--- config.mk ---
export PLATFORM = sky130hd
export DESIGN_NAME = bitmap_block_allocator_core
export DESIGN_NICKNAME = d
export VERILOG_FILES = /design/src/rtl/core/bba_pkg.sv /design/src/rtl/core/bitmap_block_allocator_core.sv /design/src/rtl/core/bba_ctrl.sv /design/src/rtl/core/bba_datapath.sv
export SDC_FILE = /design/constraint.sdc
export NUM_CORES = 1
export LEC_CHECK = 0
export BUFFER_PORTS_ARGS = -buffer_cell sky130_fd_sc_hd__buf_2
export CAP_MARGIN = 20
export CORE_MARGIN = 2
export CORE_UTILIZATION = 63
export DETAILED_ROUTE_END_ITERATION = 7
export PLACE_DENSITY = 0.86
export SETUP_SLACK_MARGIN = 0.4
export SLEW_MARGIN = 5
export SYNTH_ARGS = -nofsm -noshare
export SYNTH_HDL_FRONTEND = slang
export SYNTH_SLANG_ARGS = --single-unit
--- constraint.sdc ---
create_clock -name clk -period 7.98 [get_ports clk]
set_input_delay 0.399 -clock clk [delete_from_list [all_inputs] [get_ports clk]]
set_output_delay 0.399 -clock clk [all_outputs]
set_load 0.005 [all_outputs]
--- src/rtl/core/bba_pkg.sv ---
// ============================================================================
// bba_pkg: shared types and constants of the bitmap block allocator
// Pool geometry, payload word types, controller states and the command
// bundle that the controller sends to the datapath.
// ============================================================================
package bba_pkg;

  // Pool geometry.
  localparam int BLOCK_COUNT = 64;
  localparam int BLOCK_BYTES = 64;

  localparam int ADDR_W   = 32;
  localparam int NUM_W    = 6;
  localparam int IDX_W    = $clog2(BLOCK_COUNT);
  localparam int BB_W     = $clog2(BLOCK_BYTES + 1);
  localparam int POOL_LEN = BLOCK_COUNT * BLOCK_BYTES;
  localparam int OFF_W    = $clog2(POOL_LEN);

  // Constant division of a pool offset by BLOCK_BYTES: multiply by a floor
  // reciprocal scaled by 2^OFF_W, then correct the quotient by at most one.
  localparam int RCP_W = OFF_W + 1;
  localparam longint RECIP = (longint'(1) << OFF_W) / BLOCK_BYTES;

  // First-free search: the map is summarized in groups of eight blocks.
  localparam int GRP   = 8;
  localparam int GRP_W = 3;
  localparam int NGRP  = (BLOCK_COUNT + GRP - 1) / GRP;

  // Request codes.
  localparam logic FUNC_ALLOC = 1'b0;
  localparam logic FUNC_FREE  = 1'b1;

  // Configuration port.
  localparam int CFG_AW = 2;
  localparam int CFG_DW = 32;
  localparam logic [CFG_AW-1:0] REG_POOL_BASE_ADDR = 2'd0;

  typedef struct packed {
    logic              func;
    logic [ADDR_W-1:0] block_address;
  } in_word_t;

  typedef struct packed {
    logic              ok;
    logic [ADDR_W-1:0] granted_address;
    logic [NUM_W-1:0]  block_number;
  } out_word_t;

  typedef enum logic [2:0] {
    ST_IDLE,
    ST_ALLOC,
    ST_FREE_MUL1,
    ST_FREE_MUL2,
    ST_FREE_DONE
  } state_t;

  typedef struct packed {
    logic load;
    logic alloc_pick;
    logic free_mul1;
    logic free_mul2;
    logic free_done;
  } bba_cmd_t;

endpackage

--- src/rtl/core/bitmap_block_allocator_core.sv ---
// ============================================================================
// bitmap_block_allocator_core: first-fit allocator of fixed-size blocks
// One used/free bit per block of the pool. An allocate request takes the
// lowest-numbered free block and returns its address; a free request checks
// the address against the pool and clears the bit of the block holding it.
//
//   Channel   Ports                                Handshake
//   --------  -----------------------------------  ---------------------------
//   request   start, busy, in_word                 word taken when start & !busy
//   result    out_valid, out_word                  one-cycle strobe, no stall
//   config    psel, penable, pwrite, paddr,        two-phase write, pready
//             pwdata, prdata, pready               always high
//
// An allocate first registers the per-group free summary of the map, then
// picks the lowest free block and forms its address. A free steps through
// the offset and range check, the reciprocal multiply, the back-multiply
// and the quotient correction that clears the bit. The result word appears
// in the cycle in which busy has just dropped, and a new word may be started
// in that same cycle. The synchronous reset marks every block free and clears
// the pool base to zero; no clearing sweep is needed. The receiver cannot
// stall, so each result is valid for exactly one cycle.
// ============================================================================
module bitmap_block_allocator_core (
  input  logic                          clk,
  input  logic                          rst_n,
  // Request channel.
  input  logic                          start,
  output logic                          busy,
  input  bba_pkg::in_word_t             in_word,
  // Result channel.
  output logic                          out_valid,
  output bba_pkg::out_word_t            out_word,
  // Configuration port.
  input  logic                          psel,
  input  logic                          penable,
  input  logic                          pwrite,
  input  logic [bba_pkg::CFG_AW-1:0]    paddr,
  input  logic [bba_pkg::CFG_DW-1:0]    pwdata,
  output logic [bba_pkg::CFG_DW-1:0]    prdata,
  output logic                          pready
);
  import bba_pkg::*;

  bba_cmd_t          cmd;
  logic              cfg_we;
  logic [ADDR_W-1:0] pool_base;

  // The pool base is the only register; it is written in the access phase.
  assign pready = 1'b1;
  assign cfg_we = psel && penable && pwrite && (paddr == REG_POOL_BASE_ADDR);
  assign prdata = (paddr == REG_POOL_BASE_ADDR) ? pool_base : '0;

  // The controller owns the handshake and sequences the datapath.
  bba_ctrl u_ctrl (
    .clk   (clk),
    .rst_n (rst_n),
    .start (start),
    .func  (in_word.func),
    .busy  (busy),
    .cmd   (cmd)
  );

  // The datapath holds the map, the base and the result register.
  bba_datapath u_datapath (
    .clk       (clk),
    .rst_n     (rst_n),
    .cmd       (cmd),
    .in_word   (in_word),
    .cfg_we    (cfg_we),
    .cfg_wdata (pwdata),
    .pool_base (pool_base),
    .out_valid (out_valid),
    .out_word  (out_word)
  );

endmodule

--- src/rtl/core/bba_ctrl.sv ---
// ============================================================================
// bba_ctrl: request sequencer of the bitmap block allocator
// Accepts a request while idle and steps the datapath through the
// allocate or free sequence.
// ============================================================================
module bba_ctrl (
  input  logic              clk,
  input  logic              rst_n,
  input  logic              start,
  input  logic              func,
  output logic              busy,
  output bba_pkg::bba_cmd_t cmd
);
  import bba_pkg::*;

  state_t state_r;
  state_t state_nxt;

  always_ff @(posedge clk) begin
    if (!rst_n) begin
      state_r <= ST_IDLE;
    end else begin
      state_r <= state_nxt;
    end
  end

  always_comb begin
    state_nxt = state_r;
    cmd       = '0;
    busy      = 1'b1;
    case (state_r)
      ST_IDLE: begin
        busy = 1'b0;
        if (start) begin
          cmd.load  = 1'b1;
          state_nxt = (func == FUNC_FREE) ? ST_FREE_MUL1 : ST_ALLOC;
        end
      end
      ST_ALLOC: begin
        cmd.alloc_pick = 1'b1;
        state_nxt      = ST_IDLE;
      end
      ST_FREE_MUL1: begin
        cmd.free_mul1 = 1'b1;
        state_nxt     = ST_FREE_MUL2;
      end
      ST_FREE_MUL2: begin
        cmd.free_mul2 = 1'b1;
        state_nxt     = ST_FREE_DONE;
      end
      ST_FREE_DONE: begin
        cmd.free_done = 1'b1;
        state_nxt     = ST_IDLE;
      end
      default: begin
        state_nxt = ST_IDLE;
      end
    endcase
  end

endmodule

--- src/rtl/core/bba_datapath.sv ---
// ============================================================================
// bba_datapath: block map, search and address arithmetic
// Holds the used/free map and the pool base, finds the first free block
// through a registered group summary, and turns a freed address into a
// block index by reciprocal multiplication.
// ============================================================================
module bba_datapath (
  input  logic                          clk,
  input  logic                          rst_n,
  input  bba_pkg::bba_cmd_t             cmd,
  input  bba_pkg::in_word_t             in_word,
  input  logic                          cfg_we,
  input  logic [bba_pkg::ADDR_W-1:0]    cfg_wdata,
  output logic [bba_pkg::ADDR_W-1:0]    pool_base,
  output logic                          out_valid,
  output bba_pkg::out_word_t            out_word
);
  import bba_pkg::*;

  localparam int AOFF_W = IDX_W + BB_W;
  localparam int P1_W   = OFF_W + RCP_W;
  localparam logic [OFF_W-1:0]  BB_OFF    = OFF_W'(BLOCK_BYTES);
  localparam logic [RCP_W-1:0]  RECIP_C   = RCP_W'(RECIP);
  localparam logic [ADDR_W:0]   POOL_LEN_C = (ADDR_W + 1)'(POOL_LEN);

  function automatic logic [NUM_W-1:0] idx_to_num(input logic [IDX_W-1:0] idx);
    logic [IDX_W+NUM_W-1:0] ext;
    ext = {{NUM_W{1'b0}}, idx};
    return ext[NUM_W-1:0];
  endfunction

  logic [BLOCK_COUNT-1:0] used_map_r, used_map_nxt;
  logic [ADDR_W-1:0]      pool_base_r;
  logic [NGRP-1:0]        grp_free_r, grp_free_nxt;
  logic [GRP_W-1:0]       grp_pos_r   [NGRP];
  logic [GRP_W-1:0]       grp_pos_nxt [NGRP];
  logic [OFF_W-1:0]       off_r, off_nxt;
  logic                   in_pool_r, in_pool_nxt;
  logic [IDX_W-1:0]       q_r, q_nxt;
  logic [OFF_W-1:0]       prod_r, prod_nxt;
  logic                   out_valid_r, out_valid_nxt;
  out_word_t              out_word_r, out_word_nxt;

  // Group summary: lowest free block inside each group of eight.
  always_comb begin
    for (int g = 0; g < NGRP; g++) begin
      grp_free_nxt[g] = 1'b0;
      grp_pos_nxt[g]  = '0;
      for (int j = GRP - 1; j >= 0; j--) begin
        if ((g * GRP + j) < BLOCK_COUNT) begin
          if (!used_map_r[g * GRP + j]) begin
            grp_free_nxt[g] = 1'b1;
            grp_pos_nxt[g]  = GRP_W'(j);
          end
        end
      end
    end
  end

  // Free path, first step: offset into the pool and the range check.
  always_comb begin
    logic [ADDR_W:0] diff;
    diff        = {1'b0, in_word.block_address} - {1'b0, pool_base_r};
    off_nxt     = diff[OFF_W-1:0];
    in_pool_nxt = (in_word.block_address != '0) && !diff[ADDR_W] &&
                  (diff < POOL_LEN_C);
  end

  // Estimated quotient and its product with the block size.
  always_comb begin
    logic [P1_W-1:0]   prod1;
    logic [AOFF_W-1:0] prod2;
    prod1    = P1_W'(off_r) * P1_W'(RECIP_C);
    q_nxt    = prod1[OFF_W +: IDX_W];
    prod2    = AOFF_W'(q_r) * AOFF_W'(BLOCK_BYTES);
    prod_nxt = prod2[OFF_W-1:0];
  end

  // Result stage for both requests, and the map update.
  always_comb begin
    logic              any;
    logic [IDX_W-1:0]  aidx;
    logic [AOFF_W-1:0] aoff;
    logic [OFF_W-1:0]  rem;
    logic [IDX_W-1:0]  fidx;
    any  = 1'b0;
    aidx = '0;
    for (int g = NGRP - 1; g >= 0; g--) begin
      if (grp_free_r[g]) begin
        any  = 1'b1;
        aidx = IDX_W'(g * GRP + int'(grp_pos_r[g]));
      end
    end
    aoff = AOFF_W'(aidx) * AOFF_W'(BLOCK_BYTES);
    rem  = off_r - prod_r;
    fidx = (rem >= BB_OFF) ? q_r + IDX_W'(1) : q_r;

    used_map_nxt  = used_map_r;
    out_valid_nxt = 1'b0;
    out_word_nxt  = out_word_r;
    if (cmd.alloc_pick) begin
      out_valid_nxt = 1'b1;
      out_word_nxt  = '0;
      if (any) begin
        used_map_nxt[aidx]           = 1'b1;
        out_word_nxt.ok              = 1'b1;
        out_word_nxt.granted_address = pool_base_r + ADDR_W'(aoff);
        out_word_nxt.block_number    = idx_to_num(aidx);
      end
    end else if (cmd.free_done) begin
      out_valid_nxt = 1'b1;
      out_word_nxt  = '0;
      if (in_pool_r) begin
        used_map_nxt[fidx]        = 1'b0;
        out_word_nxt.ok           = 1'b1;
        out_word_nxt.block_number = idx_to_num(fidx);
      end
    end
  end

  always_ff @(posedge clk) begin
    if (!rst_n) begin
      used_map_r  <= '0;
      pool_base_r <= '0;
      out_valid_r <= 1'b0;
    end else begin
      used_map_r  <= used_map_nxt;
      out_valid_r <= out_valid_nxt;
      if (cfg_we) begin
        pool_base_r <= cfg_wdata;
      end
    end
  end

  always_ff @(posedge clk) begin
    out_word_r <= out_word_nxt;
    if (cmd.load) begin
      grp_free_r <= grp_free_nxt;
      grp_pos_r  <= grp_pos_nxt;
      off_r      <= off_nxt;
      in_pool_r  <= in_pool_nxt;
    end
    if (cmd.free_mul1) begin
      q_r <= q_nxt;
    end
    if (cmd.free_mul2) begin
      prod_r <= prod_nxt;
    end
  end

  assign pool_base = pool_base_r;
  assign out_valid = out_valid_r;
  assign out_word  = out_word_r;

endmodule

* After elaboration in Yosys (flattened, before gate mapping)
Index checks and enable logic that the tools add are counted.
Operators by class: $add $sub $neg 11, magnitude comparators 6, equality and inequality tests 6, multiplexer cells 107, bitwise gates (word level) 3, reduce and logical (&&, ||, !) cells 38
Operators with widths (number):
- $mux 64 | 4
- $mux 39 | 3
- $mux 3 | 33
- $and 64x64->64 | 1
- $not 64->64 | 1
- $or 64x64->64 | 1
- $mux 6 | 10
- $reduce_and 7->1 | 8
- $mux 1 | 36
- $mux 2 | 17
- $lt 33x13->1 const B | 1
- $sub 32x32->33 | 1
- $add 32x12->32 | 1
- $mux 32 | 1
- $reduce_and 4->1 | 8
- $reduce_bool 32->1 | 1
- $add 6x3->6 const A | 4
- $reduce_and 2->1 | 8
- $lt 6x7->1 const B | 2
- $add 5x3->6 const A | 2
- $demux 1 s6 | 2
- $ge 12x7->1 const B | 1
- $ge 6x1->1 const B | 2
- $sub 12x12->12 | 1
- 14 further kinds | 22
Storage, ports and cells: register bits 196, input bits 73, output and inout bits 74, word-level logic and storage cells 214

* Depth between registers and ports, before layout
Gate-level depths: netlist of the first run.
depth after elaboration 16, mapped depth 21, mapped depth without buffers 20

* Cells and area by module
A second synthesis of the first run with hierarchy kept.
Unflattened totals: cells, all modules 1275, area, all modules 10945.5 µm²
By module, submodules not included:
- bba_datapath | instances 1, cells each 1219, area each 10492.6 µm², sequential area each 4644.5 µm²
- bitmap_block_allocator_core | instances 1, cells each 39, area each 294.0 µm², sequential area each 0.0 µm²
- bba_ctrl | instances 1, cells each 17, area each 158.9 µm², sequential area each 60.1 µm²

* Least setup slack after synthesis of the first run
Ideal clock, no wire load.
path kind reg2reg, start reg u_ctrl.state_r[2], end reg u_datapath.used_map_r[23], library setup time 0.059 ns, data arrival time 3.705 ns, data required time 7.921 ns, path slack 4.217 ns, cell stages (with the launch flop) 8, buffers on the path 0, clock period less this slack 3.763 ns, cell sequence dfxtp_1 xnor2_1 nor2_1 nand2_1 nor4_1 nand2_1 nor2_1 o221a_2
Between the ends: word-level cells in the longest chain between the ends 4, elaborated cells between the ends (all ways) 9, those cells by class 3 x eq/ne; 3 x mux; 3 x reduce/logical
Ends and longest elaborated chain:
- from (decl) | line bba_ctrl.sv:16 | state_t state_r;
- from (signal assigned) | line bba_ctrl.sv:23 | state_r <= state_nxt;
- $eq 3x1->1 or $eq 3x3->1 (tied branches) | line bba_ctrl.sv:31 | case (state_r)
- $mux 1 | line bba_ctrl.sv:31
- $ne 2x1->1 (no line) or $reduce_bool 2->1 (tied branches)
- $reduce_and 3->1 (no line)
- to (signal assigned) | line bba_datapath.sv:127 | used_map_r <= used_map_nxt;
- to (decl) | line bba_datapath.sv:32 | logic [BLOCK_COUNT-1:0] used_map_r, used_map_nxt;
Several ways; a longest one is shown, not always the timed one. A chain may end at the register's enable or synchronous reset.

* Worst setup path after layout of the first run
start reg u_datapath.grp_free_r[6], end reg u_datapath.out_word_r, in the netlist u_datapath.out_word[36] (data pin)
Between the ends: word-level cells in the longest chain between the ends 10, elaborated cells between the ends (all ways) 17, those cells by class 1 x add/sub; 16 x mux
Ends and longest elaborated chain:
- from (decl) | line bba_datapath.sv:34 | logic [NGRP-1:0] grp_free_r, grp_free_nxt;
- from (signal assigned) | line bba_datapath.sv:138 | grp_free_r <= grp_free_nxt;
- $mux 6 (7 in series) | line bba_datapath.sv:89 | if (grp_free_r[g]) begin
- $add 32x12->32 | line bba_datapath.sv:107 | out_word_nxt.granted_address = pool_base_r + ADDR_W'(aoff);
- $mux 39 (*) | line bba_datapath.sv:104 | if (any) begin
- $mux 39 (*) | line bba_datapath.sv:101 | if (cmd.alloc_pick) begin
- to (signal assigned) | line bba_datapath.sv:136 | out_word_r <= out_word_nxt;
- to (decl) | line bba_datapath.sv:42 | out_word_t out_word_r, out_word_nxt;
Every way passes the cells marked *; elsewhere a longest branch is shown, timed or not.

==> impl_metrics.yaml, run 1 <==
synthesis:
  syn_inst: 1208
  synth-edff-count: 90
  synth_largest_area_cell: "edfxtp_1"
  ys_seq_area_frac: 0.437
  synth_area_per_cell_sq_um: 8.92
  ys_ff_latch: 190
  yosysTopAreaCellShare: 0.251
  async_flop_share: 0
  ys_types: 71
  synth_most_common_cell: "nand2_1"
  syn_nets: 1328
  yosys_warnings: 0
  netlist_top_cells_area: "edfxtp_1 (25%), dfxtp_1 (19%), nand2_1 (6.0%)"
  synth_ff_type: "dfxtp_1"
  synth_area_sq_um: 10800
  netlist_top_cells_count: "nand2_1 (173), nor2_1 (132), dfxtp_1 (100)"
power:
  internal_power_mw: 1.56
  switchingPower_uw: 582
  p_comb_frac: 0.122
  p_sw_frac: 0.271
  power_leakage_nw: 4.41
  vdd_drop_max_uv: 177
  seqPwrFrac: 0.500
  clkPwrFrac: 0.378
  powerDensity_nw_per_um2: 176
detailed_routing:
  wire_per_inst_um: 20.1
  wirelength_um: 31300
  drc: 0
  initialDrtViolationCount: 1099
  viasPerCell: 6.41
  firstDrtPassIters: 5
  detail-route-antenna-nets: 0
  num_vias: 10000
global_route:
  grt_pass1_vias: 9194
  grt_max_degree: 100
  grt_pass1_wl_um: 48000
  grt_overflow: 0
  grt_antenna_before_repair: 0
  grt_usage: 0.342
placed_design:
  placed_cells: 1528
  dp_slack_ns: 3.74
  dp_hpwl_um: 22300
  gp_congestion: 0.968
  io_buffer_count: 145
cts:
  cts_tree: "yes"
  cts_buffers: 17
  ctsLongestPathBuffers: 2
  cts_setup_buffers: 0
  cts.sinks: 190
  clock_latency_ns: 0.45
  cts_resized: 0
  cts_hold_buffers: 0
  htree_levels: 4
  clkTransAtPathRegs_ns: 0.07
  cts-root-buf: "clkbuf_16"
timing:
  fin_crit_sh: 0.549
  tightest_slew_ns: 1.01
  hold_viol: 0
  post-route-min-period_ns: 4.38
  slew_viol_final: 0
  rsz0062_at_grt: "false"
  skew_ns: 0.0127
  fin_ws_ns: 3.60
  fmax_mhz: 228
  setup_violations: 0
  max-slew-margin-rel: 0.324
  setup-tns-final_ns: 0
layout:
  layout-drive-gt1-share: 0.197
  finalNetCount: 1447
  num_antenna_cells: 0
  area_growth_pct: 13.1
  final_cells: 1560
  post-route-util: 0.733
floorplanning:
  fp-row-count: 47
  io_pins: 147
  die_h_um: 135
  core-area_sq_um: 16600
  die_w_um: 135
  start_util: 0.648
  die_area_sq_um: 18200
worst_setup_path:
  crit_type: "reg -> reg"
  slowest_delay_ns: 0.49
  worstPathMaxFanout: 9
  endpoint_kind: "flip-flop"
  ff2ff_setup_slack_ns: 3.60
  crit_top_cell: "o21ai_0"
  cp.required_ns: 8.15
  slowest_stage: "edfxtp_1"
  start_kind: "flip-flop"
  cp_cell_sequence: "nand3b_1 -> a311oi_1 -> a211oi_1 -> o31a_1 -> o21ai_0 -> mux2i_1 -> inv_1 -> ha_1 -> inv_1 -> fa_1 -> nor2b_1 -> o21ai_0 -> a21boi_0 -> o21ai_0 -> nand2b_1 -> nand3_1 -> nor2_1 -> nand2_1 -> xnor2_1 -> nor2_1"
  critPathArrivalTime_ns: 4.55
run:
  max-cap-violations: 0
hold_path:
  min_path_type: "in -> reg"
run_status:
  status: "finished, final reports clean"
worst max-delay path: cells and delay by family (launching register included):
| family | cells | cell delay [ns] |
|---|---|---|
| and+or+nand+nor | 7 | 1.22 |
| adders and majority gates | 2 | 0.55 |
| DFF | 1 | 0.49 |
| AOI/OAI and AO/OA | 7 | 1.37 |
| xor gates and xnor gates | 1 | 0.15 |
| muxes | 1 | 0.15 |
| buffers and inverters | 2 | 0.17 |
per-stage QoR:
stage / hold WS [ns] / instance area (sq um) / total power, mW
3_3_place_gp: 0.454 / 11600 / 1.34
3_5_place_dp: 0.456 / 11600 / 1.35
5_1_grt: 0.222 / 12200 / 2.21
2_1_floorplan: 0.424 / 10800 / 1.25
4_1_cts: 0.198 / 12200 / 2.14
6_report: 0.196 / 12200 / 2.15
routing by layer:
metal,track usage,routed length [um],vias up,share of wire
met3,0.0807,3130,106,0.10
met1,0.457,12800,4666,0.41
met2,0.533,14200,617,0.45
met5,0,0,-,0
met4,0.153,1170,0,0.037
li1,-,-,4614,-
cells in the final DEF (no fill, tap or decap), types with 19 or more instances in the layout:
master and count:
ha_1 44, a21boi_0 45, inv_1 73, dfxtp_1 100
edfxtp_1 90, o221a_2 56, buf_2 145, nor2_1 130
nand2_1 173, nor3_1 58, nand3_1 30, nand4_1 19
a21oi_1 50, xnor2_1 38, o21ai_0 48
power by group through the flow:
stage               logic (mW)  registers, mW  clock network (mW)
global placement         0.246           1.09                   0
detailed placement       0.253           1.09                   0
floorplan                0.164           1.09                   0
finish                   0.262           1.07               0.812
CTS                      0.256           1.07               0.811
global route             0.284           1.07               0.850
path summary, 6_finish.rpt:
| check | from | end | cells after the start |
|---|---|---|---|
| max | u_datapath.grp_free_r[6] | u_datapath.out_word[36] | 20 |
| max reg2reg | u_datapath.grp_free_r[6] | u_datapath.out_word[36] | 20 |
| min | pwdata[25] | u_datapath.pool_base[25] | 3 |
| min reg2reg | u_datapath.pool_base[5] | u_datapath.pool_base[5] | 2 |
flip-flops by register name, summed over array words and instances (netlist names):
register               count
u_datapath.grp_free_r      8
u_datapath.grp_pos_r      24
u_datapath.in_pool_r       1
u_datapath.prod_r          6
u_datapath.out_valid       1
u_datapath.pool_base      32
u_ctrl.state_r             3
u_datapath.out_word       39
u_datapath.off_r           6
u_datapath.q_r             6
u_datapath.used_map_r     64
area by class of cell:
class / instances / area (sq um)
Multi-Input combinational cell: 892 / 5590
Tap cell: 220 / 275
Timing Repair Buffer: 152 / 791
Clock inverter: 12 / 101
Clock buffer: 20 / 447
Sequential cell: 190 / 4700
Fill cell: 1253 / 4450
Inverter: 74 / 278
cell families after synthesis:
kind of cell	share of synthesized area
and+or+nand+nor	0.210
AOI/OAI and AO/OA	0.203
DFF	0.437
buffers and inverters	0.0457
adders and majority gates	0.0567
xor gates and xnor gates	0.0374
muxes	0.0107
other	0.000348
Note: power is estimated with default switching activity, not from simulation.
==> inputs of run 2 (changes only) <==
--- a/config.mk
+++ b/config.mk
@@ -8,9 +8,9 @@
 export BUFFER_PORTS_ARGS = -buffer_cell sky130_fd_sc_hd__buf_2
 export CAP_MARGIN = 20
 export CORE_MARGIN = 2
-export CORE_UTILIZATION = 63
+export CORE_UTILIZATION = 53
 export DETAILED_ROUTE_END_ITERATION = 7
-export PLACE_DENSITY = 0.86
+export PLACE_DENSITY = 0.77
 export SETUP_SLACK_MARGIN = 0.4
 export SLEW_MARGIN = 5
 export SYNTH_ARGS = -nofsm -noshare
==> constraint.sdc (replaced) <==
create_clock -name clk -period 3.55 [get_ports clk]
set_input_delay 0.1775 -clock clk [delete_from_list [all_inputs] [get_ports clk]]
set_output_delay 0.1775 -clock clk [all_outputs]
set_load 0.005 [all_outputs]
==> run 2 against run 1 <==
  * The run now ends with setup timing left
  * Worst hold slack worse by 0.19 ns
  * Critical path depth shrank 1
  * First-iteration DRC count shrank 33%
  * Wire length rose by 5.9%
  * Total power increased by 130%
  * Highest routed layer is now met5
==> impl_metrics.yaml, run 2 (synthesized netlist as in run 1, its figures left out) <==
floorplanning:
  die_w_um: 147
  io_pins: 147
  die_area_sq_um: 21500
  core-area_sq_um: 20100
  fp-row-count: 52
  start_util: 0.536
  die_h_um: 147
detailed_routing:
  firstDrtPassIters: 5
  wire_per_inst_um: 19.6
  detail-route-antenna-nets: 0
  num_vias: 10200
  initialDrtViolationCount: 731
  drc: 0
  wirelength_um: 33100
  viasPerCell: 6.03
power:
  power_leakage_nw: 4.88
  powerDensity_nw_per_um2: 372
  vdd_drop_max_uv: 335
layout:
  final_cells: 1692
  post-route-util: 0.665
  finalNetCount: 1529
  design_area_sq_um: 13400
  num_antenna_cells: 0
  largest_register_ffs: 64
  area_growth_pct: 24.1
  regArea_sq_um: 4720
  final_common_cell: "nand2_1"
  multiInputGateArea_sq_um: 5970
  regMostFlops: "u_datapath.used_map_r"
  layout-drive-gt1-share: 0.272
  final_cell_mix: "nand2_1 (165), buf_2 (145), nor2_1 (125)"
  fill_cells: 1581
timing:
  skew_ns: 0.0159
  fin_crit_sh: 1.02
  setup-tns-final_ns: -0.203
  slew_viol_final: 0
  hold_viol: 0
  rsz0062_at_grt: "true"
  fin_ws_ns: -0.0742
  fmax_mhz: 276
  post-route-min-period_ns: 3.62
  tightest_slew_ns: 0.711
  max-slew-margin-rel: 0.522
  setup_violations: 7
worst_setup_path:
  worstPathMaxFanout: 3
  start_kind: "flip-flop"
  ff2ff_path_depth: 19
  crit_buf_inv: 3
  crit_family: "compound AO/OA/AOI/OAI gates"
  slowest_stage: "edfxtp_1"
  crit_end: "u_datapath.out_word[30]"
  path_depth: 19
  endpoint_kind: "flip-flop"
  slowest_delay_ns: 0.41
  critPathArrivalTime_ns: 3.93
  r2r_end: "u_datapath.out_word[30]"
  startpoint: "u_datapath.grp_free_r[6]"
  ff2ff_setup_slack_ns: -0.07
  crit_type: "reg -> reg"
  crit_top_cell: "o21ai_1"
  worstReg2RegStart: "u_datapath.grp_free_r[6]"
  cp_cell_sequence: "nand3b_1 -> a311oi_1 -> a211oi_1 -> o31a_1 -> o21ai_1 -> mux2i_1 -> inv_1 -> ha_2 -> inv_2 -> fa_2 -> nor2b_4 -> o21ai_2 -> a21boi_2 -> o21ai_1 -> nand2b_1 -> nand3_2 -> buf_6 -> or3_4 -> a21oi_2"
  cp.required_ns: 3.85
global_route:
  grt_overflow: 0
  grt_max_degree: 40
  grt_pass1_vias: 9665
  grt_pass1_wl_um: 51400
  grt_usage: 0.305
  grt_antenna_before_repair: 1
placed_design:
  dp_hpwl_um: 23700
  gp_congestion: 0.980
  io_buffer_count: 145
  place_area_sq_um: 12000
  dp_slack_ns: -0.115
  placed_cells: 1614
cts:
  htree_levels: 4
  clock_latency_ns: 0.44
  clkTransAtPathRegs_ns: 0.08
  ctsLongestPathBuffers: 2
  cts_buffers: 17
  cts-root-buf: "clkbuf_16"
  cts.sinks: 190
  cts_tree: "yes"
hold_path:
  min_path_type: "in -> reg"
run:
  max-cap-violations: 0
run_status:
  failed_checks: "setup timing"
  status: "finished, violations left"
==> run 2: cell count changes in the layout (fill, tap and decap cells not counted), sizes merged <==
| cell | delta |
|---|---|
| dlygate4sd3 | +28 |
| buf | +54 |
| inv | -2 |
| clkinv | +2 |
==> run 2: repair_timing <==
item                                    in CTS  in global routing
setup buffers                                8                  9
endpoints found under the hold margin       28                  0
hold buffers                                28                  0
resized for setup                           44                 42
endpoints found under the setup margin      41                 83
pin swaps                                   12                 16
==> run 2: metrics by stage <==
stage / power [mW] / hold WS [ns]
5_1_grt: 5.14 / 0.0129
3_3_place_gp: 3.03 / 0.422
4_1_cts: 4.93 / 0.000430
2_1_floorplan: 2.81 / 0.318
6_report: 4.98 / 0.00992
3_5_place_dp: 3.04 / 0.437
==> run 2: worst register-to-register path, cell delays in order, from the launching register on <==
cell      delay (ns)
edfxtp_1        0.41
nand3b_1        0.19
a311oi_1        0.26
a211oi_1        0.07
o31a_1          0.24
o21ai_1         0.14
mux2i_1         0.12
inv_1           0.10
ha_2            0.19
inv_2           0.04
fa_2            0.36
nor2b_4         0.15
o21ai_2         0.09
a21boi_2        0.16
o21ai_1         0.07
nand2b_1        0.13
nand3_2         0.13
buf_6           0.18
or3_4           0.33
a21oi_2         0.12
==> run 2: worst min-delay path by stage <==
stage,from,to,slack (ns),cells after the start
6_report,pwdata[10],u_datapath.pool_base[10],0.01,3
5_1_grt,pwdata[10],u_datapath.pool_base[10],0.01,3
4_1_cts,pwdata[10],u_datapath.pool_base[10],0.0004,3
3_5_place_dp,pwdata[1],u_datapath.pool_base[1],0.44,3
3_3_place_gp,in_word[32],u_ctrl.state_r[1],0.42,3
2_1_floorplan,in_word[32],u_ctrl.state_r[1],0.32,2
==> run 2: layer usage <==
layer	part of all wire	track usage	up-vias
met1	0.39	0.384	4800
met4	0.039	0.124	2
met3	0.095	0.0738	82
met5	0.00048	0	-
met2	0.47	0.505	529
li1	-	-	4787
==> run 2: final cells by class <==
type,instances,area share
clock buffer,20,0.0341
clock inverter,12,0.00964
inverter,74,0.0210
multi-input combinational,892,0.447
sequential,190,0.353
tap,270,0.0253
timing repair buffer,234,0.111
==> run 2: power breakdown <==
part | internal, mW | switching, mW
logic | 0.283 | 0.409
clock network | 0.968 | 0.910
registers | 2.37 | 0.0417
total | 3.62 | 1.36
